File: src/rtl/core/nnbs_pkg.sv
package nnbs_pkg;

  // stream payload widths, padded to whole bytes
  localparam int S_DATA_W = 40;
  localparam int M_DATA_W = 72;

  // decoupling queue
  localparam int QUEUE_DEPTH = 4;
  localparam int QUEUE_AW    = 2;

  localparam logic [5:0] HEADER_BYTES = 6'd54;
  localparam logic [7:0] PAD_BYTE     = 8'h00;

  localparam logic FUNC_STEP = 1'b0;
  localparam logic FUNC_FILL = 1'b1;

  typedef enum logic [1:0] {
    KIND_PIXEL = 2'd0,
    KIND_PAD   = 2'd1,
    KIND_FETCH = 2'd2,
    KIND_DONE  = 2'd3
  } nnbs_kind_t;

  typedef enum logic [2:0] {
    REG_SOURCE_WIDTH  = 3'd0,
    REG_SOURCE_HEIGHT = 3'd1,
    REG_DEST_WIDTH    = 3'd2,
    REG_DEST_HEIGHT   = 3'd3,
    REG_INVERSE_SCALE = 3'd4
  } nnbs_reg_t;

  // classified request as it travels from front to back
  typedef struct packed {
    logic        fill;
    logic        col_ok;
    logic [11:0] col;
    logic [23:0] pix;
  } nnbs_item_t;

  // queue handshake between the parts
  typedef struct packed {
    logic       valid;
    nnbs_item_t item;
  } nnbs_link_t;

endpackage

File: src/rtl/core/nnbs_queue.sv
module nnbs_queue
  import nnbs_pkg::*;
(
  input  logic       clk,
  input  logic       rst,
  input  nnbs_link_t push,
  output logic       push_ready,
  output nnbs_link_t head,
  input  logic       pop
);

  nnbs_item_t          slots [QUEUE_DEPTH];
  logic [QUEUE_AW-1:0] wr_ptr;
  logic [QUEUE_AW-1:0] rd_ptr;
  logic [QUEUE_AW:0]   count;
  logic                do_push;
  logic                do_pop;

  assign push_ready = (count != (QUEUE_AW + 1)'(QUEUE_DEPTH));
  assign do_push    = push.valid && push_ready;
  assign do_pop     = pop && (count != '0);

  assign head.valid = (count != '0);
  assign head.item  = slots[rd_ptr];

  always_ff @(posedge clk) begin
    if (rst) begin
      wr_ptr <= '0;
      rd_ptr <= '0;
      count  <= '0;
    end else begin
      if (do_push) begin
        wr_ptr <= (wr_ptr == QUEUE_AW'(QUEUE_DEPTH - 1)) ? '0 : wr_ptr + 1'b1;
      end
      if (do_pop) begin
        rd_ptr <= (rd_ptr == QUEUE_AW'(QUEUE_DEPTH - 1)) ? '0 : rd_ptr + 1'b1;
      end
      if (do_push && !do_pop) begin
        count <= count + 1'b1;
      end else if (do_pop && !do_push) begin
        count <= count - 1'b1;
      end
    end
  end

  always_ff @(posedge clk) begin
    if (do_push) begin
      slots[wr_ptr] <= push.item;
    end
  end

endmodule

File: config.mk
export PLATFORM = sky130hd
export DESIGN_NAME = nnbs_queue
export DESIGN_NICKNAME = d
export VERILOG_FILES = /design/src/rtl/core/nnbs_pkg.sv /design/src/rtl/core/nnbs_queue.sv
export SDC_FILE = /design/constraint.sdc
export NUM_CORES = 1
export LEC_CHECK = 0
export BUFFER_PORTS_ARGS = -buffer_cell sky130_fd_sc_hd__buf_2
export CAP_MARGIN = 20
export CORE_MARGIN = 10
export CORE_UTILIZATION = 56
export DETAILED_ROUTE_END_ITERATION = 6
export PLACE_DENSITY_LB_ADDON = 0.15
export SYNTH_ARGS = -nofsm -noshare
export SYNTH_HDL_FRONTEND = slang
export SYNTH_SLANG_ARGS = --single-unit
File: constraint.sdc
create_clock -name clk -period 2.7 [get_ports clk]
set_input_delay 0.135 -clock clk [delete_from_list [all_inputs] [get_ports clk]]
set_output_delay 0.135 -clock clk [all_outputs]
set_load 0.05 [all_outputs]
# Yosys cells after proc, flatten, opt, wreduce, memory -nomap -nowiden
# Memory sizes are Yosys's and may differ from the RTL's. A register that Yosys moved wholly into a read port is not among the register bits.
# Cells that the tools add are included.
[classes]
n_addsub = 4
eq_ne = 3
n_reduce_logical = 8
muxes = 8
[ops]
columns = ["op", "n"]
rows = [
  ["two-way mux 2 bit", 4],
  ["two-way mux 3 bit", 2],
  ["adder 2 x 1 -> 2 bit, second input constant", 2],
  ["equality test 2 bit, second input constant", 2],
  ["logical AND 1 bit", 4],
  ["adder 3 x 1 -> 3 bit, second input constant", 1],
  ["!= test 3 bit, second input constant", 1],
  ["nonzero test 3 bit", 1],
  ["subtractor 3 x 1 -> 3 bit, second input constant", 1],
  ["zero test 1 bit", 2],
  ["two-way mux 1 bit", 2],
  ["nonzero test 2 bit", 1],
]
[totals]
wordCells = 27
input_bits = 42
ramBits = 152
memories = 1
regBits = 7
out_inout_bits = 40
[memory_table]
columns = ["name", "depth", "width", "rd", "rd_clocked_by_memory_dff", "wr", "line", "rtl"]
rows = [
  ["slots", 4, 38, 1, 1, 1, "nnbs_queue.sv:12", "nnbs_item_t slots [QUEUE_DEPTH];"],
]

# Depth between registers and ports, before layout
[depth]
depth_word = 6
ltp_mapped = 9
depth_no_buf = 8

# Least setup slack after synthesis
# No wires, ideal clock.
[synth_timing]
kind = "register to register"
from = "register count[0]"
to = "register count[2]"
period_less_slack_ns = 2.384
required_ns = 2.630
setup_time_ns = 0.070
path_stages_with_launch = 10
slack_ns = 0.316
arrival_time_ns = 2.314
path_buffers = 1
cell_sequence = "dfxtp_1 or3b_1 clkbuf_2 and2_4 ha_1 inv_1 fa_1 xor2_1 or3_2 a21oi_1"
[synth_between]
elab_chain_len = 5
elab_cells_between_ends = 13
classes_between = "2 x add/sub; 1 x eq/ne; 2 x mux; 8 x reduce/logical"
[synth_lines]
columns = ["element", "line", "rtl"]
rows = [
  ["from (decl)", "nnbs_queue.sv:15", "logic [QUEUE_AW:0] count;"],
  ["from (signal assigned)", "nnbs_queue.sv:39", "count <= count + 1'b1;"],
  ["from (signal assigned)", "nnbs_queue.sv:41", "count <= count - 1'b1;"],
  ["!= test 3 bit *", "nnbs_queue.sv:19", "assign push_ready = (count != (QUEUE_AW + 1)'(QUEUE_DEPTH));"],
  ["via push_ready", "nnbs_queue.sv:7", "output logic push_ready,"],
  ["logical AND 1 bit *", "nnbs_queue.sv:20", "assign do_push = push.valid && push_ready;"],
  ["via do_push", "nnbs_queue.sv:16", "logic do_push;"],
  ["zero test 1 bit", "nnbs_queue.sv:40", "end else if (do_pop && !do_push) begin"],
  ["logical AND 1 bit", "nnbs_queue.sv:40", ""],
  ["nonzero test 2 bit (no line)", "-", ""],
]
# Mark *: on every way through the listed nets, which the timed path passes. The rest lies on a longest branch. The select of a mux whose other input is x is not followed.
# A chain may end at the register's enable or synchronous reset.

# Worst setup path in the final report
[layout_timing]
from = "register count[0]"
to = "register count[2]"
[layout_between]
elab_chain_len = 5
elab_cells_between_ends = 13
classes_between = "2 x add/sub; 1 x eq/ne; 2 x mux; 8 x reduce/logical"
[layout_lines]
columns = ["element", "line"]
rows = [
  ["!= test 3 bit *", "nnbs_queue.sv:19"],
  ["logical AND 1 bit *", "nnbs_queue.sv:20"],
  ["via do_push", "nnbs_queue.sv:16"],
  ["zero test 1 bit", "nnbs_queue.sv:40"],
  ["logical AND 1 bit", "nnbs_queue.sv:40"],
  ["nonzero test 2 bit (no line)", "-"],
]
# Marked as above.

==> impl_results.md <==
- Largest net degree at the start of global routing: 39
- Fin Hold WS: 0.08481 ns
- Total grt overflow: 0
- RD Place Congestion: 0.7255
- Fin crit period: about 2.3 ns
- Fraction of layout cells with a size suffix above 1: about 41%
- Post CTS Setup Buffer Count: 0
- Core Util, Final: 72.49%
- Critical path data required time: ~3.1 ns
- Worst Hold Class: in -> reg
- Area Overhead vs Synth: 25.78%
- Routed vias: 2874
- Worst Skew: between 0.005 and 0.006 ns
- CP startpoint kind: register
- Cell count after synthesis: 246
- Max Used Layer: met4
- Antenna violations before repair: 0
- DIE WIDTH: ~120 um
- Hold path depth: 5
- Reg2Reg Depth: 8
- Max-slew violation count: 0
- Final Cycle Share: a little under nine tenths
- Nets: 428
- Seq/Total Area, Yosys: between 70% and 80%
- Vias in the first global route: 3131
- Slew headroom: 29.98%
- Peak supply drop: slightly below 0.7 mV
- CP Class: reg -> reg
- CTS Hold Bufs: 40
- Worst hold start: pop
- Row Count: 37
- Gr usage total: between 10 and 15%
- Cell Area, Synth: 0.005949 mm^2
- Met3 wire len: around 730 um
- Pre-antenna DRT Iters: 4
- CTS root buf: clkbuf_8
- RSZ-0062 raised after global routing: false
- Chip height: 123.1 um
- Clock Latency Late Sink: approximately 0.51 ns
- Diode count: 0
- Final Hold Vio Count: 0
- CTS tree: done
- Wire length on met2: 5.573 mm
- Yosys Warn Count: 0
- Final setup fails: 0
- DRC: 0
- IO Port Bufs: just over 80
- Outcome: finished, final reports clean
- CP Launch Point: count[0]$_SDFFE_PP0P_
- CP Max Fanout: 7
- Dpl hpwl: ~6.2 mm
- Vias/cell: 5.443
- Setup tns final: 0 ns
- Arrival time at the worst endpoint: roughly 2.8 ns
- Synth Area per Inst: 24.18 um^2
- Final antenna-violating net count: 0
- TritonCTS Sinks: 161
- Post-CTS resize count: 0
- Synth Register Bits: 161
- Crit. End Element: register
- Peak Freq: around 430 MHz
- Max cap viols: 0
- Initial Utilization: between 50% and 60%
- Clock transition at path regs: 0.06 ns
- Post-Route WL: ~11 mm
- Worst-Margin Slew: ~1.1 ns
- Syn nets: between 200 and 300
- Number of DRC markers in iteration 0: about 200
- P_leak: 2.605 nW
- DR WL/cell: 20.12 um
- P per Cell Area: between 1000 and 1500 mW/mm^2
- Post-synth cell types: 26
- CTS Buf Count: 17
- H-tree depth: 4
- Core footprint: ~0.010 mm^2
- Wire length of the first global-routing pass: 16.59 mm
- Die area: 0.01515 mm^2
- R2R Path Start: count[0]$_SDFFE_PP0P_
- Met1 Routed Length: ~4.2 mm
- Ports: between 80 and 90
- CTS Buffer Depth: 2
where the power goes:
| part | internal, mW | switching, mW | leakage [nW] |
|---|---|---|---|
| Sequential | 3.04 | 0.154 | 1.47 |
| Combinational | 0.683 | 1.38 | 0.857 |
| Clock | 1.38 | 0.848 | 0.280 |
| Total | 5.10 | 2.38 | 2.61 |
layout by cell type (no fill, tap or decap), types with 2 or more instances in the layout:
| cell type | synthesis | routed |
|---|---|---|
| nor2_1 | 3 | 3 |
| mux2i_1 | 3 | 3 |
| mux4_2 | 38 | 38 |
| and3_2 | 4 | 4 |
| clkbuf_16 | 0 | 16 |
| xor2_1 | 2 | 2 |
| buf_2 | 3 | 81 |
| clkinv_2 | 0 | 5 |
| ha_1 | 6 | 6 |
| clkbuf_8 | 0 | 4 |
| buf_12 | 0 | 2 |
| inv_1 | 3 | 3 |
| dlygate4sd3_1 | 0 | 40 |
| a21oi_1 | 2 | 2 |
| dfxtp_1 | 9 | 7 |
| bufinv_16 | 0 | 2 |
| or3_2 | 2 | 2 |
| clkbuf_1 | 3 | 5 |
| edfxtp_1 | 152 | 152 |
| nand2b_1 | 2 | 2 |
stage by stage:
step / instances / power, mW / setup slack (ns) / area [um^2]
after floorplan: 246 / 4.791 / 0.3160 / 5949
after global placement: 456 / 5.263 / 0.5251 / 6524
after detailed placement: 456 / 5.302 / 0.3903 / 6524
after CTS: 528 / 7.576 / 0.3141 / 7483
after global routing: 528 / 7.790 / 0.2312 / 7483
final: 528 / 7.489 / 0.3792 / 7483
area by class of cell:
cell class	count	area [um^2]
clock buffers	25	474.2
clock inverters	7	85.08
fillers	605	2840
inverters	3	11.26
multi-input cells	72	1140
flip-flops and latches	161	4750
well taps	136	170.2
repair buffers	124	853.3
metal layers:
layer | vias up | GRT usage, %
met3 | 13 | 4.421
met5 | - | 0
met1 | 1469 | 17.89
met2 | 88 | 23.53
li1 | 1304 | -
met4 | 0 | 6.477
cells in the mapped netlist:
cell	n	area share, %
clkbuf_2	1	0.084
inv_1	3	0.19
o31ai_2	1	0.21
buf_2	3	0.25
o21ai_0	1	0.084
nor2_1	3	0.19
clkbuf_1	3	0.19
ha_1	6	1.3
xor2_1	2	0.29
o31ai_1	1	0.13
or3_1	1	0.11
and3_2	4	0.50
nand3_1	1	0.084
nand2_1	1	0.063
edfxtp_1	152	77
or3_2	2	0.25
buf_4	3	0.38
dfxtp_1	9	3.0
mux2i_1	3	0.50
fa_1	1	0.34
mux4_2	38	14
nor3_1	1	0.084
nand2b_1	2	0.21
or3b_1	1	0.15
and2_4	1	0.15
a21oi_1	2	0.17
sequential cells by signal, summed over array words and instances, names as in the netlist, named ones only:
name,cells
rd_ptr,2
count,3
wr_ptr,2
slots,152
worst paths after layout:
kind	to	slack, ns
max	count[2]$_SDFFE_PP0P_	0.38
min	register	0.08
max reg2reg	count[2]$_SDFFE_PP0P_	0.38
min reg2reg	register	0.50
cells by family (layout without fill, tap and decap cells):
kind of cell             count (synthesis)  after routing  share of synthesized area [%]
multiplexers                            41             41                          14.89
buffers and inverters                   13            159                          1.093
AO/OA/AOI/OAI                            5              5                         0.5888
adder cells (fa/ha/maj)                  7              7                          1.598
AND/OR/NAND/NOR                         17             17                          1.787
flip-flops                             161            161                          79.75
XOR/XNOR                                 2              2                         0.2945
critical path, cell delays in order, from the launching register on:
cell and delay (ns):
dfxtp_1 0.42, or3b_1 0.26, and2_4 0.20, ha_1 0.19
inv_1 0.06, fa_1 0.37, xor2_1 0.18, or3_2 0.41
a21oi_1 0.16
(Power assumes the default switching activity.)
