`config.mk`:
```
export PLATFORM = sky130hd
export DESIGN_NAME = nnbs_front
export DESIGN_NICKNAME = d
export VERILOG_FILES = /design/src/rtl/core/nnbs_pkg.sv /design/src/rtl/core/nnbs_front.sv
export SDC_FILE = /design/constraint.sdc
export NUM_CORES = 1
export LEC_CHECK = 0
export ABC_AREA = 1
export BUFFER_PORTS_ARGS = -buffer_cell sky130_fd_sc_hd__buf_2
export CAP_MARGIN = 20
export CORE_UTILIZATION = 39
export CTS_CLUSTER_SIZE = 10
export DETAILED_ROUTE_END_ITERATION = 10
export HOLD_SLACK_MARGIN = 0.08
export PLACE_DENSITY = 0.77
export SLEW_MARGIN = 20
export SYNTH_ARGS = -nofsm -noshare
export SYNTH_HDL_FRONTEND = slang
export SYNTH_SLANG_ARGS = --single-unit
```
`constraint.sdc`:
```
create_clock -name clk -period 3.28 [get_ports clk]
set_clock_uncertainty 0.05 [all_clocks]
set_input_delay 0.164 -clock clk [delete_from_list [all_inputs] [get_ports clk]]
set_output_delay 0.164 -clock clk [all_outputs]
set_load 0.01 [all_outputs]
```
`src/rtl/core/nnbs_pkg.sv`:
```
package nnbs_pkg;

  // stream payload widths, padded to whole bytes
  localparam int S_DATA_W = 40;
  localparam int M_DATA_W = 72;

  // decoupling queue
  localparam int QUEUE_DEPTH = 4;
  localparam int QUEUE_AW    = 2;

  localparam logic [5:0] HEADER_BYTES = 6'd54;
  localparam logic [7:0] PAD_BYTE     = 8'h00;

  localparam logic FUNC_STEP = 1'b0;
  localparam logic FUNC_FILL = 1'b1;

  typedef enum logic [1:0] {
    KIND_PIXEL = 2'd0,
    KIND_PAD   = 2'd1,
    KIND_FETCH = 2'd2,
    KIND_DONE  = 2'd3
  } nnbs_kind_t;

  typedef enum logic [2:0] {
    REG_SOURCE_WIDTH  = 3'd0,
    REG_SOURCE_HEIGHT = 3'd1,
    REG_DEST_WIDTH    = 3'd2,
    REG_DEST_HEIGHT   = 3'd3,
    REG_INVERSE_SCALE = 3'd4
  } nnbs_reg_t;

  // classified request as it travels from front to back
  typedef struct packed {
    logic        fill;
    logic        col_ok;
    logic [11:0] col;
    logic [23:0] pix;
  } nnbs_item_t;

  // queue handshake between the parts
  typedef struct packed {
    logic       valid;
    nnbs_item_t item;
  } nnbs_link_t;

endpackage

```
`src/rtl/core/nnbs_front.sv`:
```
module nnbs_front
  import nnbs_pkg::*;
#(
  parameter int MAX_SOURCE_WIDTH = 4096
) (
  input  logic                clk,
  input  logic                rst,
  input  logic                s_tvalid,
  output logic                s_tready,
  input  logic [S_DATA_W-1:0] s_tdata,   // column[11:0], pixel[35:12], zero fill
  input  logic [0:0]          s_tuser,   // func[0]
  output nnbs_link_t          push,
  input  logic                push_ready
);

  logic       f_valid;
  nnbs_item_t f_item;
  nnbs_item_t item_next;
  logic       load;

  // classify: fill or step, and whether a fill lands inside the buffer
  always_comb begin
    item_next.fill   = (s_tuser[0] == FUNC_FILL);
    item_next.col    = s_tdata[11:0];
    item_next.pix    = s_tdata[35:12];
    item_next.col_ok = ({20'd0, s_tdata[11:0]} < 32'(MAX_SOURCE_WIDTH));
  end

  assign s_tready = !f_valid || push_ready;
  assign load     = s_tvalid && s_tready;

  always_ff @(posedge clk) begin
    if (rst) begin
      f_valid <= 1'b0;
    end else if (load) begin
      f_valid <= 1'b1;
    end else if (push_ready) begin
      f_valid <= 1'b0;
    end
  end

  always_ff @(posedge clk) begin
    if (load) begin
      f_item <= item_next;
    end
  end

  assign push.valid = f_valid;
  assign push.item  = f_item;

endmodule

```
-- Word-level counts from Yosys, hierarchy flattened
Index checks and enable logic that the tools add are counted.
- register bits after elaboration: 38
- bits of input ports: 45
- output and inout bits: 40
- word-level logic and storage cells: 10
- muxes and demuxes: 2
- reduce and logical (&&, ||, !) cells: 4
- operator list (cell ; count):
    1-bit two-way mux ; 2
    2-bit nonzero test ; 1
    1-bit logical AND ; 1
    1-bit logical NOT ; 1
    1-bit logical OR ; 1

-- Longest topological paths before layout
Gate-level depths: netlist of the first run.
- depth in word-level cells: 4
- mapped depth: 3
- gate-level depth less buffers: 3

-- Worst setup path before layout of the first run
No wires, ideal clock.
- path type: register to register
- from: register f_valid
- to: register f_item, in the netlist push[0], enable pin
- library setup time: 0.443 ns
- arrival: 2.168 ns
- required time: 2.787 ns
- slack: 0.619 ns
- cell stages (with the launch flop): 2
- period minus slack after synthesis: 2.661 ns
- cell sequence: dfxtp_1 > a21oi_1
- word-level cells in the longest chain between the ends: 3
- ends and longest elaborated chain (what ; line ; text):
    start, declared ; nnbs_front.sv:16 ; logic f_valid;
    start signal, assigned ; nnbs_front.sv:34 ; f_valid <= 1'b0;
    start signal, assigned ; nnbs_front.sv:36 ; f_valid <= 1'b1;
    start signal, assigned ; nnbs_front.sv:38 ; f_valid <= 1'b0;
    1-bit logical NOT ; nnbs_front.sv:29 ; assign s_tready = !f_valid || push_ready;
    1-bit logical OR ; nnbs_front.sv:29 ;
    1-bit logical AND ; nnbs_front.sv:30 ; assign load = s_tvalid && s_tready;
    net load ; nnbs_front.sv:19 ; logic load;
    end signal, assigned ; nnbs_front.sv:44 ; f_item <= item_next;
    end, declared ; nnbs_front.sv:17 ; nnbs_item_t f_item;
The timed path passes the listed nets, and every way through them passes these cells.
A chain may end at the register's enable or synchronous reset.

-- Worst setup path after layout of the first run
- from: register f_valid
- to: register f_item, in the netlist push[3], enable pin
The elaborated chain is that of the path after synthesis.

==> flow_metrics.env, run 1 <==
export IMPL_synthMuxAreaShare_pct=0
export IMPL_grt_overflow_total=0
export IMPL_cp_required_ns=3.27
export IMPL_yosys_top_cells_area="edfxtp_1 94%, dfxtp_1 1.7%, buf_4 1.3%"
export IMPL_firstDrtPassIters=7
export IMPL_clock_sinks=38
export IMPL_critPathLaunchType="register"
export IMPL_seq_power_share_pct=61.8
export IMPL_dieHeight_um=56.9
export IMPL_cts_htree_levels=2
export IMPL_cts_root_buf="clkbuf_4"
export IMPL_nNetsFinal=215
export IMPL_ioPinCount=85
export IMPL_synth_seq_cells=38
export IMPL_ys_warn_count=0
export IMPL_setup_viol=0
export IMPL_clk_path_buf_depth=2
export IMPL_synth_top_area_share_pct=94.4
export IMPL_seq_area_frac_synth_pct=96.1
export IMPL_drive_above_1_share_pct=53.2
export IMPL_timing_rr_start="f_valid$_SDFFE_PP0P_"
export IMPL_synthSimpleGateAreaFrac_pct=0.531
export IMPL_postCtsSetupRepairBufs=0
export IMPL_period_minus_slack_ns=1.54
export IMPL_cts_inserted_buffers=5
export IMPL_hold_violations=0
export IMPL_initial_utilization_pct=42.0
export IMPL_die_area_sq_um=3240
export IMPL_max_freq_mhz=648
export IMPL_post_cts_resized=0
export IMPL_diodes=0
export IMPL_place_hpwl_um=1570
export IMPL_seq_area_sq_um=1130
export IMPL_wirelength_um=3050
export IMPL_crit_chain="a21oi_4 -> buf_16"
export IMPL_yosysMostFrequentCell="edfxtp_1"
export IMPL_dieWidth_um=56.9
export IMPL_synth_top_area_cell="edfxtp_1"
export IMPL_critical_path_class="reg -> reg"
export IMPL_via_count=908
export IMPL_ys_types=9
export IMPL_netSwitchingFraction_pct=22.4
export IMPL_violations="design-rule violations"
export IMPL_setup_tns_ns=0
export IMPL_pwr_share_clk_pct=24.8
export IMPL_synth_top_family_by_area="buffers and inverters"
export IMPL_io_buffer_count=79
export IMPL_grt_pass1_vias=1017
export IMPL_cp_arrival_ns=1.54
export IMPL_core_sq_um=2810
export IMPL_path_clk_slew_ns=0.12
export IMPL_syn_inst=46
export IMPL_num_rows=19
export IMPL_slew_headroom_pct=54.9
export IMPL_p_comb_share_pct=13.4
export IMPL_cp_end_kind="register"
export IMPL_use_met1_pct=21.4
export IMPL_synth_compound_area_share_pct=1.17
export IMPL_fin_util_pct=74.2
export IMPL_fin_ws_ns=1.74
export IMPL_tightest_slew_ns=0.675
export IMPL_holdPathEnd="push[33]$_DFFE_PP_"
export IMPL_wl_per_cell_um=15.1
export IMPL_synthAdderAreaFrac_pct=0
export IMPL_netlist_area_sq_um=1180
export IMPL_p_sw_w=0.000208
export IMPL_synth_top_cells_by_count="37 x edfxtp_1, 2 x buf_4"
export IMPL_synthArstFlopShare_pct=0
export IMPL_grt_max_degree=38
export IMPL_fin_crit_sh_pct=47.1
export IMPL_globalRoute_busiestLayer="met2"
export IMPL_use_met2_pct=39.0
export IMPL_synth_edff_count=37
export IMPL_synth_xor_area_share_pct=0
export IMPL_reg2reg_depth=2
export IMPL_gp_congestion=0.728
export IMPL_fillers=188
export IMPL_rsz0062_at_grt="no"
export IMPL_syn_area_per_cell_sq_um=25.6
export IMPL_pre_cts_ws_ns=1.62
export IMPL_hold_class="in -> reg"
export IMPL_grt_pass1_wl_um=4710
export IMPL_hp_start="push_ready"
export IMPL_drv_slew=0
export IMPL_area_delta_synth_final_pct=76.8
export IMPL_timing_rr_end="push[3]$_DFFE_PP_"
export IMPL_drcViolationCount=8
export IMPL_drtIter0Drc=22
export IMPL_hold_buffers=39
export IMPL_synth_ff_type="edfxtp_1"
export IMPL_p_per_area_nw_per_um2=446
export IMPL_crit_path_max_incr_delay_ns=0.58
export IMPL_reg2reg_slack_ns=1.74
export IMPL_min_path_cells=3
export IMPL_status="finished with violations"
export IMPL_maxCapViolCount=0
export IMPL_p_int_w=0.000720
export IMPL_antenna_found_initial=0
export IMPL_track_usage_pct=20.9
export IMPL_p_leak_nw=0.897
export IMPL_via_per_inst=4.50
export IMPL_cts_tree="yes"
export IMPL_multi_input_area_sq_um=35.0
export IMPL_drtAntennaViolNets=0
export IMPL_ir_worst_vdd_v=0.000377
export IMPL_synth_nets=91
export IMPL_grt_met3_usage_pct=7.48
export IMPL_clkLatencyLatePin_ns=0.33
export IMPL_critical_path_slowest_cell="a21oi_4"
export IMPL_total_power_w=0.000929
export IMPL_cp_max_fo=20
[stage by stage]
stage          std cells  hold WS, ns  cell area, sq um
5_1_grt              202        0.317              2080
6_report             202        0.333              2080
4_1_cts              201        0.377              2050
3_3_place_gp         154        0.274              1610
3_5_place_dp         154        0.281              1610
2_1_floorplan         46        0.176              1180
[registers in the layout, summed over array words and instances (netlist names)]
name	cells
f_valid	1
push	37
[power groups by stage]
stage / Clock [W] / Sequential [W] / Combinational (W)
floorplan: 0 / 0.000601 / 0.0000136
global placement: 0 / 0.000584 / 0.0000780
detailed placement: 0 / 0.000585 / 0.0000804
CTS: 0.000235 / 0.000574 / 0.000116
global route: 0.000259 / 0.000577 / 0.000132
finish: 0.000230 / 0.000574 / 0.000124
[worst max path at each step]
stage	start	end	slack [ns]
detailed placement	f_valid$_SDFFE_PP0P_	push[28]$_DFFE_PP_	1.62
floorplan	f_valid$_SDFFE_PP0P_	push[0]$_DFFE_PP_	0.62
global route	f_valid$_SDFFE_PP0P_	push[31]$_DFFE_PP_	1.66
finish	f_valid$_SDFFE_PP0P_	push[3]$_DFFE_PP_	1.74
CTS	f_valid$_SDFFE_PP0P_	push[31]$_DFFE_PP_	1.58
global placement	f_valid$_SDFFE_PP0P_	push[3]$_DFFE_PP_	1.67
[critical path: cells and delay by family (launching register included)]
kind | cells | cell delay (ns)
flops | 1 | 0.38
compound gates | 1 | 0.58
buf+inv | 1 | 0.23
[metal layers]
layer | vias to the layer above | wire length, um
met1 | 421 | 1120
li1 | 420 | -
met4 | 0 | 22
met2 | 65 | 1650
met3 | 2 | 255
met5 | - | 0
[cell families (layout without fill, tap and decap cells)]
family / after synthesis / in the layout
flops: 38 / 38
other cells: 1 / 1
compound gates: 2 / 2
buf+inv: 4 / 129
simple gates: 1 / 1
[final cells by class]
class | instances | area share [%]
multi-input cells | 4 | 1.68
clock inverters | 2 | 0.721
repair buffers | 119 | 39.1
well taps | 31 | 1.86
flip-flops and latches | 38 | 54.3
clock buffers | 6 | 1.98
inverters | 2 | 0.361
[layout by cell type, fill, tap and decap left out]
cell type      synthesis  layout
a21oi_2                1       1
a21oi_4                0       1
buf_16                 0       1
buf_2                  0      79
clkbuf_1               0       1
clkbuf_4               0       5
clkinvlp_4             0       2
conb_1                 1       1
dfxtp_1                1       1
dlygate4sd3_1          0      39
edfxtp_1              37      37
inv_1                  1       1
inv_2                  1       1
nand2_2                1       1
(Power assumes the default switching activity.)
==> run 2: changes to the inputs <==
Settings changed: ABC_AREA 1 to 0.
Clock period 3.28 ns to 1.6 ns, I/O delays scaled along.
==> run 2 against run 1 <==
  * The run still ends with design-rule violations left
  * Critical endpoint is now push[18]$_DFFE_PP_
  * Fmax rose by 20%
  * Power rose by 100%
  * Highest routed layer unchanged
  * Area after synthesis rose by 0.64%
  * Largest power group unchanged
==> flow_metrics.env, run 2 <==
export IMPL_status="finished with violations"
export IMPL_violations="design-rule violations"
export IMPL_num_rows=19
export IMPL_ys_types=8
export IMPL_hp_start="s_tvalid"
export IMPL_grt_pass1_vias=927
export IMPL_diodes=0
export IMPL_cp_arrival_ns=1.22
export IMPL_clk_path_buf_depth=2
export IMPL_largest_reg_flops=37
export IMPL_gp_congestion=0.619
export IMPL_maxCapViolCount=0
export IMPL_dieWidth_um=57.1
export IMPL_rsz0062_at_grt="no"
export IMPL_io_buffer_count=79
export IMPL_nNetsFinal=213
export IMPL_drtIter0Drc=34
export IMPL_netSwitchingFraction_pct=21.8
export IMPL_hold_class="in -> reg"
export IMPL_p_per_area_nw_per_um2=912
export IMPL_ioPinCount=85
export IMPL_synth_seq_cells=38
export IMPL_cp_required_ns=1.53
export IMPL_firstDrtPassIters=7
export IMPL_clkLatencyLatePin_ns=0.33
export IMPL_p_int_w=0.00146
export IMPL_area_delta_synth_final_pct=72.3
export IMPL_synth_nets=90
export IMPL_syn_inst=45
export IMPL_pwr_share_clk_pct=23.9
export IMPL_reg2reg_depth=2
export IMPL_track_usage_pct=19.7
export IMPL_die_area_sq_um=3260
export IMPL_final_common_cell="buf_2"
export IMPL_cts_inserted_buffers=5
export IMPL_finalHoldWorstSlack_ns=0.283
export IMPL_drcViolationCount=10
export IMPL_antenna_found_initial=0
export IMPL_ys_warn_count=0
export IMPL_syn_area_per_cell_sq_um=26.3
export IMPL_ir_worst_vdd_v=0.000780
export IMPL_fin_crit_sh_pct=80.7
export IMPL_grt_pass1_wl_um=4330
export IMPL_period_minus_slack_ns=1.29
export IMPL_setup_tns_ns=0
export IMPL_reg2reg_slack_ns=0.31
export IMPL_place_hpwl_um=1570
export IMPL_synth_top_area_cell="edfxtp_1"
export IMPL_initial_utilization_pct=41.9
export IMPL_via_per_inst=4.38
export IMPL_yosys_top_cells_area="edfxtp_1 94%, dfxtp_1 1.7%, buf_4 1.3%"
export IMPL_critical_path_class="reg -> reg"
export IMPL_timing_rr_end="push[18]$_DFFE_PP_"
export IMPL_p_leak_nw=0.894
export IMPL_min_path_cells=2
export IMPL_grt_overflow_total=0
export IMPL_synth_edff_count=37
export IMPL_p_comb_share_pct=13.0
export IMPL_drv_slew=0
export IMPL_grt_max_degree=38
export IMPL_yosysMostFrequentCell="edfxtp_1"
export IMPL_wl_per_cell_um=14.6
export IMPL_setup_viol=0
export IMPL_critPathLaunchType="register"
export IMPL_final_cell_mix="79 x buf_2, 39 x dlygate4sd3_1, 37 x edfxtp_1, 5 x clkbuf_4, 2 x clkinv_2"
export IMPL_path_clk_slew_ns=0.11
export IMPL_drive_above_1_share_pct=53.0
export IMPL_cts_root_buf="clkbuf_4"
export IMPL_synth_top_cells_by_count="37 x edfxtp_1, 2 x buf_4"
export IMPL_max_freq_mhz=775
export IMPL_synthArstFlopShare_pct=0
export IMPL_seq_power_share_pct=63.1
export IMPL_holdPathEnd="push[12]$_DFFE_PP_"
export IMPL_via_count=872
export IMPL_dieHeight_um=57.1
export IMPL_cts_htree_levels=2
export IMPL_cp_end_kind="register"
export IMPL_netlist_area_sq_um=1180
export IMPL_synth_ff_type="edfxtp_1"
export IMPL_fin_util_pct=72.2
export IMPL_hold_violations=0
export IMPL_wirelength_um=2900
export IMPL_cp_max_fo=37
export IMPL_clock_sinks=38
export IMPL_seq_area_frac_synth_pct=95.5
export IMPL_cts_tree="yes"
export IMPL_p_sw_w=0.000407
export IMPL_drtAntennaViolNets=0
export IMPL_timing_rr_start="f_valid$_SDFFE_PP0P_"
export IMPL_core_sq_um=2830
export IMPL_synth_top_area_share_pct=93.8
==> run 2: cells by family (layout without fill, tap and decap cells) <==
logic type / count (synthesis) / count (layout) / synth area share [%]
DFF: 38 / 38 / 95.5
other: 1 / 1 / 0.316
and+or+nand+nor: 2 / 2 / 1.90
buffers and inverters: 3 / 126 / 1.58
AOI/OAI and AO/OA: 1 / 1 / 0.739
==> run 2: timing repair <==
action                     CTS  global route
setup endpoints to repair    0             0
gates resized for setup      0             0
hold buffers                39             0
hold endpoints to repair    38             0
setup buffers                0             0
==> run 2: metal layers <==
layer,global-route usage (%),up-vias,part of all wire (%)
met5,0,-,0
met4,9.41,0,2.2
met3,8.62,8,6.9
met2,38.7,50,59
met1,16.3,399,32
li1,-,415,-
==> run 2: worst max-delay path by stage <==
stage                                    start            endpoint  slack (ns)
after floorplan           f_valid$_SDFFE_PP0P_   push[0]$_DFFE_PP_        0.42
after global placement    f_valid$_SDFFE_PP0P_  push[31]$_DFFE_PP_        0.37
after detailed placement  f_valid$_SDFFE_PP0P_  push[14]$_DFFE_PP_        0.31
after CTS                 f_valid$_SDFFE_PP0P_  push[25]$_DFFE_PP_        0.29
after global routing      f_valid$_SDFFE_PP0P_  push[18]$_DFFE_PP_        0.24
final                     f_valid$_SDFFE_PP0P_  push[18]$_DFFE_PP_        0.31
==> run 2: area by class of cell <==
cell class	count	area (sq um)
Clock inverter	2	10.0
Sequential cell	38	1130
Clock buffer	5	37.5
Inverter	1	3.75
Timing Repair Buffer	118	786
Multi-Input combinational cell	4	35.0
Fill cell	198	787
Tap cell	31	38.8
==> run 2: critical path, cell delays in order, from the launching register on <==
cell and delay, ns:
dfxtp_1 0.35, nand2b_4 0.08, and2_4 0.44
==> run 2: power groups by stage <==
stage	Combinational [W]	Sequential [W]	Clock [W]
global placement	0.000159	0.00119	0
CTS	0.000239	0.00117	0.000463
finish	0.000241	0.00118	0.000445
detailed placement	0.000165	0.00120	0
floorplan	0.0000303	0.00123	0
global route	0.000259	0.00118	0.000515
==> run 2: per-stage QoR <==
step | setup WS (ns) | power, W | instance area (sq um) | instances
final | 0.310 | 0.00186 | 2040 | 199
after global routing | 0.244 | 0.00195 | 2040 | 199
after CTS | 0.287 | 0.00188 | 2040 | 199
after floorplan | 0.419 | 0.00126 | 1180 | 45
after detailed placement | 0.313 | 0.00136 | 1600 | 153
after global placement | 0.369 | 0.00135 | 1600 | 153
==> run 3: changes to the inputs <==
Clock period 1.6 ns to 1.2 ns, I/O delays scaled along.
==> run 3 against run 2 <==
  * The flow still finishes with violations (design-rule violations)
  * Hold slack improved by 0.075 ns
  * Flip-flop and latch count stayed put
  * Core utilization increased by 1.9 points
  * Via count grew 1.1%
  * First-iteration DRC count is 41% higher
  * Cell count grew 2.0%
  * Combinational power grew 43%
  * Clock-buffer cell count grew 1
  * Non-clock buffer count is 3 higher
==> flow_metrics.env, run 3 (synthesis results as in run 2) <==
export IMPL_path_clk_slew_ns=0.10
export IMPL_cts_tree="yes"
export IMPL_grt_max_degree=21
export IMPL_gp_congestion=0.616
export IMPL_die_area_sq_um=3260
export IMPL_critPathLaunchType="primary input"
export IMPL_grt_pass1_vias=935
export IMPL_min_path_cells=3
export IMPL_crit_chain="dlygate4sd3_1 -> buf_2 -> nand2b_4 -> and2_4 -> buf_12"
export IMPL_drcViolationCount=10
export IMPL_reg2reg_depth=3
export IMPL_cp_end_kind="register"
export IMPL_ir_worst_vdd_v=0.00108
export IMPL_dieHeight_um=57.1
export IMPL_hold_buffers=40
export IMPL_clk_path_buf_depth=2
export IMPL_maxCapViolCount=0
export IMPL_fin_util_pct=74.0
export IMPL_diodes=0
export IMPL_critical_path_slowest_cell="dlygate4sd3_1"
export IMPL_via_per_inst=4.34
export IMPL_initial_utilization_pct=41.9
export IMPL_drive_above_1_share_pct=52.3
export IMPL_clkLatencyLatePin_ns=0.33
export IMPL_nNetsFinal=216
export IMPL_fin_ws_ns=0.0591
export IMPL_grt_overflow_total=0
export IMPL_post_cts_resized=0
export IMPL_hold_class="in -> reg"
export IMPL_cp_max_fo=20
export IMPL_area_delta_synth_final_pct=76.8
export IMPL_postCtsSetupRepairBufs=0
export IMPL_wirelength_um=2920
export IMPL_ioPinCount=85
export IMPL_setup_viol=0
export IMPL_max_freq_mhz=876
export IMPL_p_leak_nw=0.914
export IMPL_hold_violations=0
export IMPL_p_per_area_nw_per_um2=1200
export IMPL_wl_per_cell_um=14.4
export IMPL_cts_inserted_buffers=5
export IMPL_cp_arrival_ns=1.14
export IMPL_place_hpwl_um=1640
export IMPL_holdPathEnd="f_valid$_SDFFE_PP0P_"
export IMPL_reg2reg_slack_ns=0.09
export IMPL_timing_rr_end="push[5]$_DFFE_PP_"
export IMPL_core_sq_um=2830
export IMPL_dieWidth_um=57.1
export IMPL_status="finished with violations"
export IMPL_crit_path_max_incr_delay_ns=0.52
export IMPL_drv_slew=0
export IMPL_largest_reg_flops=37
export IMPL_final_common_cell="buf_2"
export IMPL_firstDrtPassIters=7
export IMPL_drtAntennaViolNets=0
export IMPL_grt_pass1_wl_um=4330
export IMPL_cts_root_buf="clkbuf_4"
export IMPL_rsz0062_at_grt="no"
export IMPL_pre_cts_ws_ns=0.102
export IMPL_clock_sinks=38
export IMPL_fin_crit_sh_pct=95.1
export IMPL_num_rows=19
export IMPL_cts_htree_levels=2
export IMPL_critical_path_class="in -> reg"
export IMPL_cp_required_ns=1.20
export IMPL_setup_tns_ns=0
export IMPL_hp_start="rst"
export IMPL_track_usage_pct=19.6
export IMPL_drtIter0Drc=48
export IMPL_period_minus_slack_ns=1.14
export IMPL_io_buffer_count=79
export IMPL_timing_rr_start="f_valid$_SDFFE_PP0P_"
export IMPL_antenna_found_initial=0
export IMPL_startpoint="push_ready"
export IMPL_via_count=882
export IMPL_violations="design-rule violations"
export IMPL_final_cell_mix="79 x buf_2, 40 x dlygate4sd3_1, 37 x edfxtp_1, 5 x clkbuf_4, 2 x buf_12"
[run 3: area by class of cell]
class	instances	area [sq um]
well taps	31	38.8
fillers	182	734
flip-flops and latches	38	1130
inverters	1	3.75
clock inverters	2	8.76
repair buffers	121	836
multi-input cells	4	35.0
clock buffers	6	41.3
[run 3: worst max path at each step]
stage	to	slack [ns]
5_1_grt	push[27]$_DFFE_PP_	0.05
3_3_place_gp	push[31]$_DFFE_PP_	0.13
6_report	push[5]$_DFFE_PP_	0.06
3_5_place_dp	push[10]$_DFFE_PP_	0.10
4_1_cts	push[5]$_DFFE_PP_	0.08
2_1_floorplan	push[0]$_DFFE_PP_	0.02
[run 3: critical path, delay by kind of cell]
| family | cells | cell delay, ns |
|---|---|---|
| buf+inv | 3 | 0.77 |
| simple gates | 2 | 0.30 |
[run 3: power by group]
group | internal (W) | switching (W)
clock network | 0.000220 | 0.000384
registers | 0.00155 | 0.0000200
logic | 0.000202 | 0.000142
[run 3: per-layer routing]
metal | wire length, um | global-route usage, % | share of wire [%]
met1 | 888 | 16.4 | 30
met2 | 1840 | 40.2 | 63
met3 | 172 | 7.71 | 5.9
met4 | 12 | 6.27 | 0.41
met5 | 0 | 0 | 0
[run 3: through the flow]
step | std cells | hold slack (ns) | total power (W) | cell area (sq um)
2_1_floorplan | 45 | 0.0724 | 0.00168 | 1180
3_3_place_gp | 155 | 0.170 | 0.00183 | 1640
3_5_place_dp | 155 | 0.174 | 0.00184 | 1640
4_1_cts | 203 | 0.333 | 0.00254 | 2090
5_1_grt | 203 | 0.338 | 0.00263 | 2090
6_report | 203 | 0.358 | 0.00251 | 2090
